==> src/design/ffn_pkg.sv <==
// ----------------------------------------------------------------------------
// ffn_pkg
// shared types and the TRI_VERTS constant for the flat face normal generator
// ----------------------------------------------------------------------------
package ffn_pkg;

    localparam int TRI_VERTS = 3;

    // one vertex: position plus pass-through attribute words
    typedef struct packed {
        logic signed [31:0] pos_x;
        logic signed [31:0] pos_y;
        logic signed [31:0] pos_z;
        logic [31:0]        color;
        logic [31:0]        u;
        logic [31:0]        v;
    } vtx_t;

    // one unit of work for the back end: up to three vertices
    typedef struct packed {
        vtx_t [TRI_VERTS-1:0] vtx;
        logic [1:0]           n;
        logic                 eol;
    } job_t;

endpackage

==> src/design/ffn_front.sv <==
// ----------------------------------------------------------------------------
// ffn_front
// collects vertices into triangles or leftover groups and issues jobs
// ----------------------------------------------------------------------------
module ffn_front
(
    input  logic               clk,
    input  logic               rst_n,
    input  logic               in_valid,
    output logic               in_stall,
    input  ffn_pkg::vtx_t      cur,
    input  logic               end_of_list,
    output logic               push_valid,
    input  logic               push_ready,
    output ffn_pkg::job_t      push_job
);

    logic [1:0]               cnt_reg;
    ffn_pkg::vtx_t [1:0]      held_reg;
    logic                     accept;
    logic                     hold;

    assign in_stall   = !push_ready;
    assign accept     = in_valid && !in_stall;
    assign hold       = (cnt_reg != 2'd2) && !end_of_list;
    assign push_valid = in_valid && !hold;

    always_comb
    begin
        push_job.vtx[0] = (cnt_reg == 2'd0) ? cur : held_reg[0];
        push_job.vtx[1] = (cnt_reg == 2'd1) ? cur : held_reg[1];
        push_job.vtx[2] = cur;
        push_job.n      = cnt_reg + 2'd1;
        push_job.eol    = end_of_list;
    end

    always_ff @(posedge clk or negedge rst_n)
    begin
        if (!rst_n)
        begin
            cnt_reg <= 2'd0;
        end
        else if (accept)
        begin
            cnt_reg <= hold ? cnt_reg + 2'd1 : 2'd0;
        end
    end

    always_ff @(posedge clk)
    begin
        if (accept && hold)
        begin
            held_reg[cnt_reg[0]] <= cur;
        end
    end

endmodule

==> config.mk <==
export PLATFORM = sky130hd
export DESIGN_NAME = ffn_front
export DESIGN_NICKNAME = d
export VERILOG_FILES = /design/src/design/ffn_pkg.sv /design/src/design/ffn_front.sv
export SDC_FILE = /design/constraint.sdc
export NUM_CORES = 1
export LEC_CHECK = 0
export ABC_AREA = 1
export BUFFER_PORTS_ARGS = -buffer_cell sky130_fd_sc_hd__clkbuf_2
export CAP_MARGIN = 10
export CELL_PAD_IN_SITES_DETAIL_PLACEMENT = 1
export CELL_PAD_IN_SITES_GLOBAL_PLACEMENT = 1
export CORE_AREA = 10 10 293 295
export CTS_CLUSTER_DIAMETER = 120
export CTS_CLUSTER_SIZE = 16
export DETAILED_ROUTE_END_ITERATION = 10
export DIE_AREA = 0 0 303 305
export GPL_TIMING_DRIVEN = 0
export PLACE_DENSITY_LB_ADDON = 0.1
export SYNTH_ARGS = -nofsm -noshare
export SYNTH_HDL_FRONTEND = slang
export SYNTH_SLANG_ARGS = --single-unit
==> constraint.sdc <==
create_clock -name clk -period 10.95 [get_ports clk]
set_input_delay 3.285 -clock clk [delete_from_list [all_inputs] [get_ports clk]]
set_output_delay 3.285 -clock clk [all_outputs]
set_load 0.02 [all_outputs]
==> flow_metrics.py <==
metrics = {
    "run": {
        "max_cap_violations": 0,
    },
    "logic_synthesis": {
        "synth_adder_area_share": 0.00200,
        "yosys.area_share.xor_xnor": 0,
        "synth_top_family_by_area": "buffers and inverters",
        "synth.distinct_cells": 14,
        "syn_inst": 1837,
        "synthTopCellsByArea": "edfxtp_1, buf_4, inv_1",
        "netlist_area_um2": 18800,
        "synth_fp_nets": 2037,
        "synth_top_area_share": 0.613,
        "syn_avg_cell_area_um2": 10.2,
        "synth.mux.area_fraction": 0,
        "yosys.area.top_type": "edfxtp_1",
        "ys_ff_latch": 386,
        "ys_warn_count": 0,
        "synth-compound-area-share": 0.102,
        "yosys.area_share.simple": 0.0790,
        "ys_seq_area_frac": 0.616,
    },
    "routing": {
        "drc_errors": 0,
        "drt_wl_total_um": 82600,
        "wl_per_cell_um": 22.2,
        "vias": 15300,
        "drtIter0Drc": 715,
        "viasPerCell": 4.11,
        "postRouteAntennaNets": 0,
        "drt_first_pass_iters": 4,
    },
    "clocking": {
        "cts_tree": "done",
        "htree_levels": 1,
        "cts_hold_buf": 0,
        "numCtsBuffers": 28,
        "root_buffer": "clkbuf_16",
        "cts_sinks": 386,
        "cts.clk_slew.worst_paths_ns": 0.08,
        "ctsResizeCount": 0,
        "cts.path.max_buffers": 3,
        "post-cts-setup-buffer-count": 0,
        "insertion_delay_ns": 0.60,
    },
    "power_and_ir_drop": {
        "internal_power_mw": 2.78,
        "p_leak_nw": 12.0,
        "p_comb_frac": 0.433,
        "power.density_nw_per_um2": 191,
        "swShare": 0.420,
        "power_frac_clock": 0.214,
        "vdd.ir_drop.worst_v": 0.000102,
        "switchingPower_mw": 2.01,
        "seqPwrFrac": 0.354,
    },
    "min_path": {
        "hold_path.class": "reg -> reg",
        "worstHoldStart": "cnt_reg[1]",
    },
    "finish": {
        "final_core_util": 0.314,
        "final_nets": 2855,
        "diodes": 0,
        "stdcell_count": 3726,
        "drive_gt1_frac": 0.412,
        "final_area_um2": 25100,
        "fillers": 9411,
        "area_growth_pct": 33.4,
        "largest_register_ffs": 384,
    },
    "die": {
        "dieWidth_um": 303,
        "start_util": 0.235,
        "io_pins": 778,
        "fp.dieH_um": 305,
        "dieArea_um2": 92400,
        "rows": 104,
        "core_area_um2": 79900,
    },
    "setup_path": {
        "startpoint": "cur[164]",
        "crit_path_end_kind": "primary output",
        "crit_path_frequent_cell": "clkbuf_2",
        "cpPeakStageDelay_ns": 0.28,
        "rrSetupSlack_ns": 7.86,
        "required_ns": 7.67,
        "critPathLaunchType": "input port",
        "worstPathArrival_ns": 4.04,
        "critPathKind": "in -> out",
        "path_cells": "clkbuf_2 -> nand2_1 -> o21ai_0 -> clkbuf_2",
        "worstReg2RegStart": "cnt_reg[0]",
        "critical-path-slowest-cell": "clkbuf_2",
        "worst-path-max-fanout": 5,
    },
    "timing": {
        "finClkSkew_ns": 0.0298,
        "rsz0062_at_grt": "no",
        "hold_slack_ns": 0.532,
        "hold_viol": 0,
        "worstMarginPinSlew_ns": 0.799,
        "setup_viol": 0,
        "min_period_ns": 7.33,
        "max_freq_mhz": 136,
        "slew_headroom": 0.466,
        "fin_crit_sh": 0.669,
        "slew_violations": 0,
    },
    "grt": {
        "grt_pass1_wl_um": 116000,
        "grt_pass1_vias": 16200,
        "antenna_found_initial": 0,
        "grt_max_degree": 98,
        "track_usage": 0.169,
        "overflow": 0,
    },
    "place": {
        "portBuffers": 777,
        "hpwlAfterDp_um": 64000,
        "dpl-instance-area_um2": 24300,
        "place.gp.congestion": 0.801,
        "dp_cells": 3685,
    },
    "outcome": {
        "status": "finished, final reports clean",
    },
}
path summary, 6_finish.rpt:
path	to	cells after the start
worst max-delay path	push_job[359]	4
worst min-delay path	cnt_reg[1]	2
worst max register to register	held_reg[303]	9
worst min register to register	cnt_reg[1]	2
max in group asynchronous	cnt_reg[0]	1
min in group asynchronous	cnt_reg[1]	1
cells in the mapped netlist, drive strengths merged:
master / n
edfxtp: 384
ha: 3
nand2: 390
clkbuf: 2
nand3: 2
o21ai: 384
buf: 277
inv: 390
nor2: 3
dfrtp: 2
cell type report:
cell class	count	area, um2	area share
Buffer	279	2320	0.0924
Clock buffer	39	763	0.0304
Clock inverter	2	18.8	0.000748
Inverter	390	1470	0.0586
Multi-Input combinational cell	782	3450	0.138
Sequential cell	386	11600	0.462
Tap cell	1060	1330	0.0529
Timing Repair Buffer	788	4160	0.166
power groups by stage:
stage                     clock [mW]  combinational, mW  sequential (mW)
after global routing            1.12               2.26             1.70
final                           1.02               2.07             1.70
after floorplan                    0               1.18             1.74
after global placement             0               2.13             1.75
after CTS                       1.08               2.16             1.70
after detailed placement           0               2.15             1.73
through the flow:
stage	setup TNS [ns]	total power [mW]	setup WS, ns
after floorplan	0	2.91	1.95
final	0	4.79	3.62
after global placement	-551.67	3.88	-2.50
after detailed placement	0	3.88	3.53
after global routing	0	5.08	3.54
after CTS	0	4.93	3.53
worst max-delay path: cells and delay by family:
family	cells	cell delay, ns
simple gates	1	0.07
compound gates	1	0.23
buf+inv	2	0.46
cell usage in the layout (no fill, tap or decap):
cell type and count:
buf_2 8, nor2_4 1, o21ai_1 93, clkbuf_16 29, inv_8 2, buf_4 203, ha_1 3, nand3_1 2
nor2_1 2, inv_1 389, buf_6 65, nand2_1 390, edfxtp_1 384, clkinvlp_4 1, buf_12 4, clkbuf_1 12
o21ai_0 291, clkbuf_2 777, dfrtp_1 2, buf_8 1, buf_16 7
cells by family after synthesis:
logic type                 count (synthesis)
buffers and inverters                    669
DFF                                      386
and+or+nand+nor                          395
AOI/OAI and AO/OA                        384
adders and majority gates                  3
routing by layer:
metal	wire length [um]	vias up	share of wire	global-route usage
met1	31900	7473	0.39	0.190
met3	7230	48	0.087	0.0557
li1	-	7304	-	-
met5	0	-	0	0
met2	42600	476	0.52	0.311
met4	926	0	0.011	0.0242
No activity file was read; power rests on OpenSTA's default activity.
