$ cat config.mk
export PLATFORM = sky130hd
export DESIGN_NAME = ffn_queue
export DESIGN_NICKNAME = d
export VERILOG_FILES = /design/src/design/ffn_pkg.sv /design/src/design/ffn_queue.sv
export SDC_FILE = /design/constraint.sdc
export NUM_CORES = 1
export LEC_CHECK = 0
export ABC_AREA = 1
export BUFFER_PORTS_ARGS = -buffer_cell sky130_fd_sc_hd__buf_2
export CORE_AREA = 8 8 451 453
export DETAILED_ROUTE_END_ITERATION = 8
export DIE_AREA = 0 0 459 461
export PLACE_DENSITY_LB_ADDON = 0.1
export SLEW_MARGIN = 20
export SYNTH_ARGS = -nofsm -noshare
export SYNTH_HDL_FRONTEND = slang
export SYNTH_SLANG_ARGS = --single-unit
export TNS_END_PERCENT = 100
$ cat constraint.sdc
create_clock -name clk -period 43.5 [get_ports clk]
set_input_delay 13.05 -clock clk [delete_from_list [all_inputs] [get_ports clk]]
set_output_delay 13.05 -clock clk [all_outputs]
set_load 0.02 [all_outputs]
$ cat src/design/ffn_pkg.sv
// ----------------------------------------------------------------------------
// ffn_pkg
// shared types and the TRI_VERTS constant for the flat face normal generator
// ----------------------------------------------------------------------------
package ffn_pkg;

    localparam int TRI_VERTS = 3;

    // one vertex: position plus pass-through attribute words
    typedef struct packed {
        logic signed [31:0] pos_x;
        logic signed [31:0] pos_y;
        logic signed [31:0] pos_z;
        logic [31:0]        color;
        logic [31:0]        u;
        logic [31:0]        v;
    } vtx_t;

    // one unit of work for the back end: up to three vertices
    typedef struct packed {
        vtx_t [TRI_VERTS-1:0] vtx;
        logic [1:0]           n;
        logic                 eol;
    } job_t;

endpackage

$ cat src/design/ffn_queue.sv
// ----------------------------------------------------------------------------
// ffn_queue
// two-entry job queue between front and back
// ----------------------------------------------------------------------------
module ffn_queue
(
    input  logic          clk,
    input  logic          rst_n,
    input  logic          push_valid,
    output logic          push_ready,
    input  ffn_pkg::job_t push_job,
    output logic          pop_valid,
    input  logic          pop_take,
    output ffn_pkg::job_t pop_job
);

    ffn_pkg::job_t [1:0] slot_reg;
    logic                wr_ptr_reg;
    logic                rd_ptr_reg;
    logic [1:0]          fill_reg;
    logic                push;
    logic                pop;

    assign push_ready = (fill_reg != 2'd2);
    assign pop_valid  = (fill_reg != 2'd0);
    assign push       = push_valid && push_ready;
    assign pop        = pop_take && pop_valid;
    assign pop_job    = slot_reg[rd_ptr_reg];

    always_ff @(posedge clk or negedge rst_n)
    begin
        if (!rst_n)
        begin
            wr_ptr_reg <= 1'b0;
            rd_ptr_reg <= 1'b0;
            fill_reg   <= 2'd0;
        end
        else
        begin
            if (push)
            begin
                wr_ptr_reg <= !wr_ptr_reg;
            end
            if (pop)
            begin
                rd_ptr_reg <= !rd_ptr_reg;
            end
            if (push && !pop)
            begin
                fill_reg <= fill_reg + 2'd1;
            end
            else if (pop && !push)
            begin
                fill_reg <= fill_reg - 2'd1;
            end
        end
    end

    always_ff @(posedge clk)
    begin
        if (push)
        begin
            slot_reg[wr_ptr_reg] <= push_job;
        end
    end

endmodule

==> out/results.tsv, run 1 <==
stage	metric	value	unit
run_status	status	complete, no violations	
clocking	Worst-path clk slew	0.05	ns
clocking	cts repair resizes	0	
setup_path	CP Capture Type	primary output	
setup_path	Startpoint Class	flip-flop	
pwr	switching share of power	0.404	
pwr	Clock power frac	0.260	
global_routing	Total GRT Usage	0.147	
logic_synthesis	Syn Area/Cell	13.9	sq um
floorplanning	starting density of the core	0.216	
clocking	H-tree levels	4	
setup_path	Worst EP required	30.45	ns
logic_synthesis	flops & latches, synth	1162	
clocking	Hold Buf Count CTS	0	
sta	Hold Violations, Final	0	
clocking	Sink Count	1162	
clocking	CTS buffer count	141	
sta	RSZ-0062 raised after global routing	false	
floorplanning	Die X	459	um
layout	layout cells sized above 1	0.314	
sta	Worst slew margin	0.319	
route	drt wl/cell	23.2	um
placement	GPL Wtd Cong	0.790	
layout	max reg flops	1158	
logic_synthesis	ys flop type	edfxtp_1	
route	Detailed Route WL	164000	um
global_routing	number of global-route vias before repair	27712	
pwr	PD cells	76.4	nW/um^2
placement	Post-DP HPWL	118000	um
layout	area grow syn2layout	30.8	%
sta	clk_skew	0.0365	ns
pwr	combinational group share of total power	0.362	
route	Routed Antenna Nets	0	
route	DR vias/cell	3.92	
logic_synthesis	yosys warns	0	
pwr	Int Pwr	2.52	mW
logic_synthesis	sequential fraction of the synthesis area	0.824	
worst_hold_path	Hold Crit Class	flip-flop to flip-flop	
sta	Post-Route Setup TNS	0	ns
layout	highest-count cells in the layout ignoring fill and taps	1747 x nand2_1, 1163 x buf_2, 1158 x edfxtp_1	
sta	Slew Limit Fails	0	
pwr	Reg power frac	0.378	
route	DRC	0	
pwr	Peak VDD IR	45.9	uV
route	via count	27615	
global_routing	first-pass GRT wire length	221000	um
layout	Final nets	4842	
logic_synthesis	mapped cell area	42300	sq um
global_routing	pin count of the biggest net entering global routing	154	
logic_synthesis	Synth cell types	14	
sta	post-layout min period	18.49	ns
clocking	clk root buf	clkbuf_16	
clocking	CTS tree	yes	
route	DR iter-0 viols	1626	
logic_synthesis	number of synthesized flops with an enable pin	1158	
logic_synthesis	Async S/R FF share, synth	0.00344	
route	TritonRoute pass-1 iters	5	
setup_path	crit path DAT	5.44	ns
layout	commonest non-fill, non-tap cell in the layout	nand2_1	
sta	final setup violating endpoints	0	
global_routing	initial antenna violation count	162	
clocking	post-CTS setup buffers	0	
setup_path	Worst Setup Path Type	flip-flop to primary output	
floorplanning	Die ar.	212000	sq um
layout	Filler cells	20461	
clocking	clock latency on the worst-skew pair	0.75	ns
clocking	Clock Tree Buf Depth	3	
logic_synthesis	net count after synthesis	3637	
sta	Worst-Margin Slew	1.02	ns
floorplanning	chip height	461	um
floorplanning	Rows	163	
sta	fin crit share	0.425	
floorplanning	# IOs	1164	
floorplanning	core area	196000	sq um
setup_path	crit-path max FO	145	
pwr	Power Total	4.23	mW
logic_synthesis	Synth Instances	3053	
global_routing	total gr overflow	0	
pwr	LEAKAGE	22.9	nW
pwr	Psw	1.71	mW
run	Max-cap violations	0	
placement	Port-buffer cells	1163	
sta	fmax	54.1	MHz
[area by class of cell]
cell class                 instances  area, sq um  area share
sequential                      1162        34900       0.630
tap                             2640         3300      0.0597
multi-input combinational       1755         6630       0.120
inverter                           7         33.8    0.000610
antenna                           44          110     0.00199
timing repair buffer            1191         6120       0.111
clock inverter                    71          493     0.00891
clock buffer                     182         3790      0.0684
[power by group through the flow]
stage | combinational (mW) | sequential [mW] | clock (mW)
floorplan | 0.888 | 1.88 | 0
global placement | 1.59 | 1.62 | 0
detailed placement | 1.59 | 1.62 | 0
CTS | 1.59 | 1.60 | 1.14
global route | 1.68 | 1.62 | 1.18
finish | 1.53 | 1.60 | 1.10
[cell usage after synthesis (2+ instances only)]
master	instances	area (sq um)
buf_6	23	259
edfxtp_1	1158	34800
nor2_1	2	7.51
buf_2	103	515
dfrtp_1	4	100
buf_4	3	22.5
nand2_1	1747	6560
inv_1	6	22.5
nand3_1	2	10.0
[final timing paths]
path	start	to	slack (ns)	cells after the start
worst max-delay path	rd_ptr_reg	pop_job[209]	25.01	8
worst min-delay path	fill_reg[1]	fill_reg[1]	0.49	2
worst max register to register	fill_reg[0]	slot_reg[445]	37.57	10
worst min register to register	fill_reg[1]	fill_reg[1]	0.49	2
max in group asynchronous	rst_n	rd_ptr_reg	31.22	1
min in group asynchronous	rst_n	wr_ptr_reg	12.11	1
[routing by layer]
metal / vias up / wire length, um / GRT usage
met4: 98 / 5500 / 0.0425
met1: 13090 / 60400 / 0.159
met2: 1128 / 77800 / 0.248
met3: 448 / 19200 / 0.0801
li1: 12851 / - / -
met5: - / 604 / 0
[cells by family (layout without fill, tap and decap cells)]
family        after synthesis  after routing  share of synthesized area
xor+xnor                    2              2                   0.000414
fa+ha+maj                   1              1                   0.000296
buf+inv                   136           1451                     0.0195
flops                    1162           1162                      0.824
other cells                 0             44                          0
simple gates             1752           1752                      0.156
[metrics by stage]
| step | hold slack (ns) | instances | area, sq um | setup slack, ns | utilization |
|---|---|---|---|---|---|
| final | 0.492 | 7052 | 55400 | 25.01 | 0.282 |
| after global routing | 0.511 | 7022 | 55300 | 24.47 | 0.282 |
| after CTS | 0.498 | 7008 | 55200 | 24.69 | 0.282 |
| after detailed placement | 0.484 | 6755 | 51000 | 24.72 | 0.260 |
| after global placement | 0.486 | 6755 | 51000 | 24.75 | 0.260 |
| after floorplan | 0.462 | 3053 | 42300 | 4.86 | - |
[critical path: stages (launching register included)]
cell and delay (ns):
dfrtp_4 0.78, inv_8 0.60, buf_12 0.60, buf_4 0.60, buf_4 0.75, buf_4 0.58
nand2_1 0.11, nand2_1 0.09, buf_2 0.18
Note: power is estimated with default switching activity, not from simulation.
==> inputs of run 2 (changes only) <==
- CORE_AREA: 8 8 451 453 -> 8 8 450 452
- DIE_AREA: 0 0 459 461 -> 0 0 458 460
- clock period: 43.5 -> 15.55 ns (I/O delays scaled with it)
==> out/results.tsv, run 2 (synthesis results as in run 1) <==
stage	metric	value	unit	change
sta	RSZ-0062 raised after global routing	false		unchanged
clocking	H-tree levels	4		unchanged
clocking	clock latency on the worst-skew pair	0.78	ns	was 0.75 ns
route	DRC	0		unchanged
setup_path	crit-path max cell delay	0.93	ns	was 0.78 ns
setup_path	crit-path max FO	102		was 145
route	Detailed Route WL	165000	um	was 164000 um
sta	Worst slew margin	0.227		was 0.319
placement	pre-CTS WS	7.04	ns	was 24.72 ns
sta	fmax	109	MHz	
setup_path	Worst EP required	10.89	ns	was 30.45 ns
clocking	post-CTS setup buffers	0		unchanged
layout	Final Util	0.283		was 0.282
placement	placed cells	6669		was 6755
setup_path	Worst Setup Path Type	flip-flop to primary output		unchanged
run	Max-cap violations	0		unchanged
layout	highest-count cells in the layout ignoring fill and taps	1747 x nand2_1, 1163 x buf_2, 1158 x edfxtp_1		unchanged
layout	layout cells sized above 1	0.314		about the same
layout	max reg flops	1158		unchanged
clocking	Sink Count	1162		unchanged
placement	Post-DP HPWL	118000	um	about the same
run_status	status	complete, no violations		unchanged
route	TritonRoute pass-1 iters	5		unchanged
clocking	Clock Tree Buf Depth	3		unchanged
layout	area grow syn2layout	30.9	%	was 30.8%
sta	Worst Slack Setup Final	6.34	ns	was 25.01 ns
layout	post-route cell area	55400	sq um	about the same
global_routing	number of global-route vias before repair	27950		was 27712
pwr	PD cells	215	nW/um^2	was 76.4 nW/um^2
floorplanning	Die ar.	211000	sq um	was 212000 sq um
floorplanning	starting density of the core	0.216		about the same
global_routing	first-pass GRT wire length	223000	um	was 221000 um
global_routing	pin count of the biggest net entering global routing	151		was 154
floorplanning	core area	196000	sq um	about the same
setup_path	CP max stage cell	dfrtp_4		unchanged
floorplanning	chip height	460	um	was 461 um
worst_hold_path	Hold Crit Class	flip-flop to flip-flop		unchanged
layout	register area	34900	sq um	unchanged
sta	final setup violating endpoints	0		unchanged
clocking	Hold Buf Count CTS	0		unchanged
setup_path	crit-path most repeated cell	buf_4		unchanged
global_routing	initial antenna violation count	167		was 162
global_routing	Total GRT Usage	0.149		was 0.147
setup_path	r2r setup slk	11.98	ns	was 37.57 ns
floorplanning	# IOs	1164		unchanged
clocking	clk root buf	clkbuf_16		unchanged
setup_path	CP Capture Type	primary output		unchanged
route	DR iter-0 viols	1659		was 1626
layout	Final nets	4842		unchanged
pwr	Power Total	11.9	mW	was 4.23 mW
sta	Worst-Margin Slew	1.16	ns	was 1.02 ns
setup_path	CP top delay family	buffers and inverters		unchanged
setup_path	number of buffers and inverters on the critical path	4		was 6
floorplanning	Die X	458	um	was 459 um
clocking	CTS tree	yes		unchanged
layout	multi-input logic area	6630	sq um	unchanged
placement	GPL Wtd Cong	0.808		was 0.790
route	Routed Antenna Nets	0		unchanged
route	drt wl/cell	23.6	um	was 23.2 um
layout	Filler cells	20324		was 20461
setup_path	Startpoint Class	flip-flop		unchanged
pwr	LEAKAGE	23.0	nW	was 22.9 nW
sta	fin crit share	0.592		
route	via count	27725		was 27615
clocking	cts repair resizes	0		unchanged
layout	post-route insts no fill	6982		was 7052
placement	Port-buffer cells	1163		unchanged
placement	dpl cell area	50900	sq um	was 51000 sq um
global_routing	total gr overflow	0		unchanged
sta	Slew Limit Fails	0		unchanged
layout	commonest non-fill, non-tap cell in the layout	nand2_1		unchanged
setup_path	crit path DAT	4.54	ns	was 5.44 ns
route	DR vias/cell	3.97		was 3.92
sta	Hold Violations, Final	0		unchanged
floorplanning	Rows	163		unchanged
clocking	CTS buffer count	144		was 141
sta	clk_skew	0.0344	ns	was 0.0365 ns
sta	post-layout min period	9.21	ns	
clocking	Worst-path clk slew	0.05	ns	about the same
setup_path	Cell Chain, Critical Path	buf_4 > buf_4 > buf_4 > nand2_1 > nand2_1 > buf_2		was inv_8 > buf_12 > buf_4 > buf_4 > buf_4 > nand2_1 > nand2_1 > buf_2
pwr	Peak VDD IR	126	uV	was 45.9 uV
run 2: worst reg2reg max path, stage by stage (launching register included):
cell,delay [ns]
dfrtp_1,0.37
inv_1,0.08
nand2_1,0.10
nand2_1,0.19
nor2_4,0.17
buf_4,0.63
buf_12,0.49
buf_12,0.94
run 2: stage by stage:
stage	hold WS [ns]	setup TNS, ns
finish	0.496	0
global route	0.531	0
CTS	0.502	0
detailed placement	0.491	0
global placement	0.493	0
floorplan	0.462	-5651.73
run 2: final cells by class:
cell class | instances | area share
Multi-Input combinational cell | 1755 | 0.120
Sequential cell | 1162 | 0.630
Clock buffer | 192 | 0.0698
Tap cell | 2557 | 0.0578
Clock inverter | 61 | 0.00913
Timing Repair Buffer | 1188 | 0.111
Inverter | 7 | 0.000610
Antenna cell | 60 | 0.00271
run 2: path summary, 6_finish.rpt:
check,from,endpoint,cells past startpoint
worst min register to register,fill_reg[0],fill_reg[0],1
worst max register to register,fill_reg[0],slot_reg[1029],7
worst min-delay path,fill_reg[0],fill_reg[0],1
max in group asynchronous,rst_n,rd_ptr_reg,1
min in group asynchronous,rst_n,wr_ptr_reg,1
worst max-delay path,rd_ptr_reg,pop_job[46],6
run 2: routing by layer:
metal	vias up	global-route usage	share of wire
li1	12872	-	-
met1	13142	0.159	0.37
met2	1180	0.251	0.48
met3	443	0.0803	0.11
met4	88	0.0527	0.038
met5	-	0	0.0036
run 2: power by group:
part / internal [mW] / leakage (nW) / switching, mW / total, mW
Clock: 1.83 / 2.12 / 1.32 / 3.15
Sequential: 4.29 / 10.8 / 0.205 / 4.50
Combinational: 0.991 / 10.0 / 3.26 / 4.25
Total: 7.11 / 23.0 / 4.78 / 11.9
==> inputs of run 3 (changes only) <==
- CORE_AREA: 8 8 450 452 -> 8 8 441 443
- DIE_AREA: 0 0 458 460 -> 0 0 449 451
- clock period: 15.55 -> 8.6 ns (I/O delays scaled with it)
==> out/results.tsv, run 3 (synthesis results as in run 1) <==
stage	metric	value	unit	change
pwr	Peak VDD IR	342	uV	was 126 uV
global_routing	Total GRT Usage	0.145		was 0.149
global_routing	first-pass GRT wire length	211000	um	was 223000 um
global_routing	total gr overflow	0		unchanged
sta	Worst Slack Setup Final	2.42	ns	was 6.34 ns
clocking	clk root buf	clkbuf_16		unchanged
sta	Hold Violations, Final	0		unchanged
worst_hold_path	Hold Crit Class	flip-flop to flip-flop		unchanged
layout	commonest non-fill, non-tap cell in the layout	nand2_1		unchanged
setup_path	Cell Chain, Critical Path	buf_4 > buf_12 > nand2_1 > nand2_1 > buf_2		was buf_4 > buf_4 > buf_4 > nand2_1 > nand2_1 > buf_2
global_routing	initial antenna violation count	165		was 167
clocking	H-tree levels	4		unchanged
run	Max-cap violations	0		unchanged
layout	Final Util	0.296		was 0.283
pwr	PD cells	385	nW/um^2	was 215 nW/um^2
floorplanning	Rows	159		was 163
setup_path	worst setup path start	rd_ptr_reg		unchanged
global_routing	number of global-route vias before repair	26630		was 27950
run_status	status	complete, no violations		unchanged
placement	placed cells	6608		was 6669
sta	fmax	162	MHz	
setup_path	crit-path max cell delay	0.82	ns	was 0.93 ns
layout	Filler cells	19227		was 20324
setup_path	CP Capture Type	primary output		unchanged
setup_path	Critical R2R Capture	slot_reg[136]		was slot_reg[1029]
route	via count	27175		was 27725
pwr	LEAKAGE	23.0	nW	about the same
setup_path	Startpoint Class	flip-flop		unchanged
setup_path	CP max stage cell	dfrtp_4		unchanged
route	DR iter-0 viols	1569		was 1659
clocking	clock latency on the worst-skew pair	0.78	ns	about the same
placement	Port-buffer cells	1163		unchanged
floorplanning	core area	187000	sq um	was 196000 sq um
placement	GPL Wtd Cong	0.788		was 0.808
clocking	Worst-path clk slew	0.06	ns	was 0.05 ns
setup_path	R2R depth	6		was 7
sta	Worst-Margin Slew	1.11	ns	was 1.16 ns
route	DRC	0		unchanged
clocking	CTS buffer count	141		was 144
setup_path	worst reg2reg startpoint	fill_reg[0]		unchanged
pwr	Power Total	21.3	mW	was 11.9 mW
floorplanning	Die ar.	202000	sq um	was 211000 sq um
clocking	Clock Tree Buf Depth	3		unchanged
layout	post-route insts no fill	6917		was 6982
placement	pre-CTS WS	3.10	ns	was 7.04 ns
layout	Final nets	4840		was 4842
layout	area grow syn2layout	30.7	%	was 30.9%
setup_path	crit-path max FO	139		was 102
clocking	Hold Buf Count CTS	0		unchanged
layout	highest-count cells in the layout ignoring fill and taps	1746 x nand2_1, 1163 x buf_2, 1158 x edfxtp_1		was 1747 x nand2_1, 1163 x buf_2, 1158 x edfxtp_1
sta	RSZ-0062 raised after global routing	false		unchanged
setup_path	crit-path most repeated cell	nand2_1		was buf_4
route	drt wl/cell	22.4	um	was 23.6 um
sta	clk_skew	0.0159	ns	was 0.0344 ns
setup_path	crit path DAT	3.60	ns	was 4.54 ns
sta	fin crit share	0.719		
floorplanning	Die X	449	um	was 458 um
clocking	Sink Count	1162		unchanged
worst_hold_path	HP Start	fill_reg[1]		was fill_reg[0]
floorplanning	# IOs	1164		unchanged
setup_path	Worst EP required	6.02	ns	was 10.89 ns
route	Detailed Route WL	155000	um	was 165000 um
sta	final setup violating endpoints	0		unchanged
clocking	post-CTS setup buffers	0		unchanged
layout	max reg flops	1158		unchanged
setup_path	Worst Setup Path Type	flip-flop to primary output		unchanged
route	Routed Antenna Nets	0		unchanged
placement	Post-DP HPWL	108000	um	was 118000 um
setup_path	r2r setup slk	5.92	ns	was 11.98 ns
layout	layout cells sized above 1	0.313		was 0.314
route	TritonRoute pass-1 iters	5		unchanged
floorplanning	starting density of the core	0.226		was 0.216
sta	Hold Slack	0.499	ns	was 0.496 ns
sta	post-layout min period	6.18	ns	
setup_path	critical path endpoint	pop_job[69]		was pop_job[46]
sta	Worst slew margin	0.262		was 0.227
sta	Slew Limit Fails	0		unchanged
clocking	cts repair resizes	0		unchanged
global_routing	pin count of the biggest net entering global routing	162		was 151
floorplanning	chip height	451	um	was 460 um
clocking	CTS tree	yes		unchanged
route	DR vias/cell	3.93		was 3.97
-- run 3: cell types whose count changed in the layout (fill, tap and decap cells not counted), sizes merged --
cell / previous run / this run
clkbuf: 192 / 185
clkinv: 48 / 53
diode: 60 / 58
buf: 1188 / 1189
-- run 3: area by class of cell --
class / count / area (sq um) / area share
Tap cell: 2495 / 3120 / 0.0564
Sequential cell: 1162 / 34900 / 0.631
Antenna cell: 58 / 145 / 0.00262
Inverter: 7 / 33.8 / 0.000611
Multi-Input combinational cell: 1755 / 6640 / 0.120
Clock inverter: 66 / 546 / 0.00986
Clock buffer: 185 / 3760 / 0.0679
Timing Repair Buffer: 1189 / 6190 / 0.112
-- run 3: power breakdown --
group	internal (mW)	switching (mW)
logic	1.81	5.88
registers	7.74	0.281
clock network	3.23	2.36
-- run 3: how the worst min path moves through the flow --
stage                  endpoint  slack (ns)  depth (start not counted)
finish              fill_reg[1]        0.50                          2
global route        fill_reg[1]        0.53                          2
CTS                 fill_reg[0]        0.51                          1
detailed placement  fill_reg[1]        0.49                          2
global placement    fill_reg[1]        0.49                          2
floorplan           fill_reg[1]        0.46                          2
-- run 3: per-stage QoR --
step / instance area [sq um] / TNS, ns
floorplan: 42300 / -3557.91
finish: 55300 / 0
CTS: 55200 / 0
global route: 55200 / 0
global placement: 50900 / 0
detailed placement: 50900 / 0
-- run 3: critical path, delay by kind of cell (launching register included) --
| family | cells | cell delay, ns |
|---|---|---|
| simple gates | 2 | 0.27 |
| buf+inv | 3 | 1.52 |
| flops | 1 | 0.82 |
-- run 3: metal layers --
layer	vias up	share of wire	GRT usage
li1	12875	-	-
met1	12857	0.35	0.149
met2	962	0.51	0.252
met3	405	0.090	0.0660
met4	76	0.043	0.0715
met5	-	0.0031	0
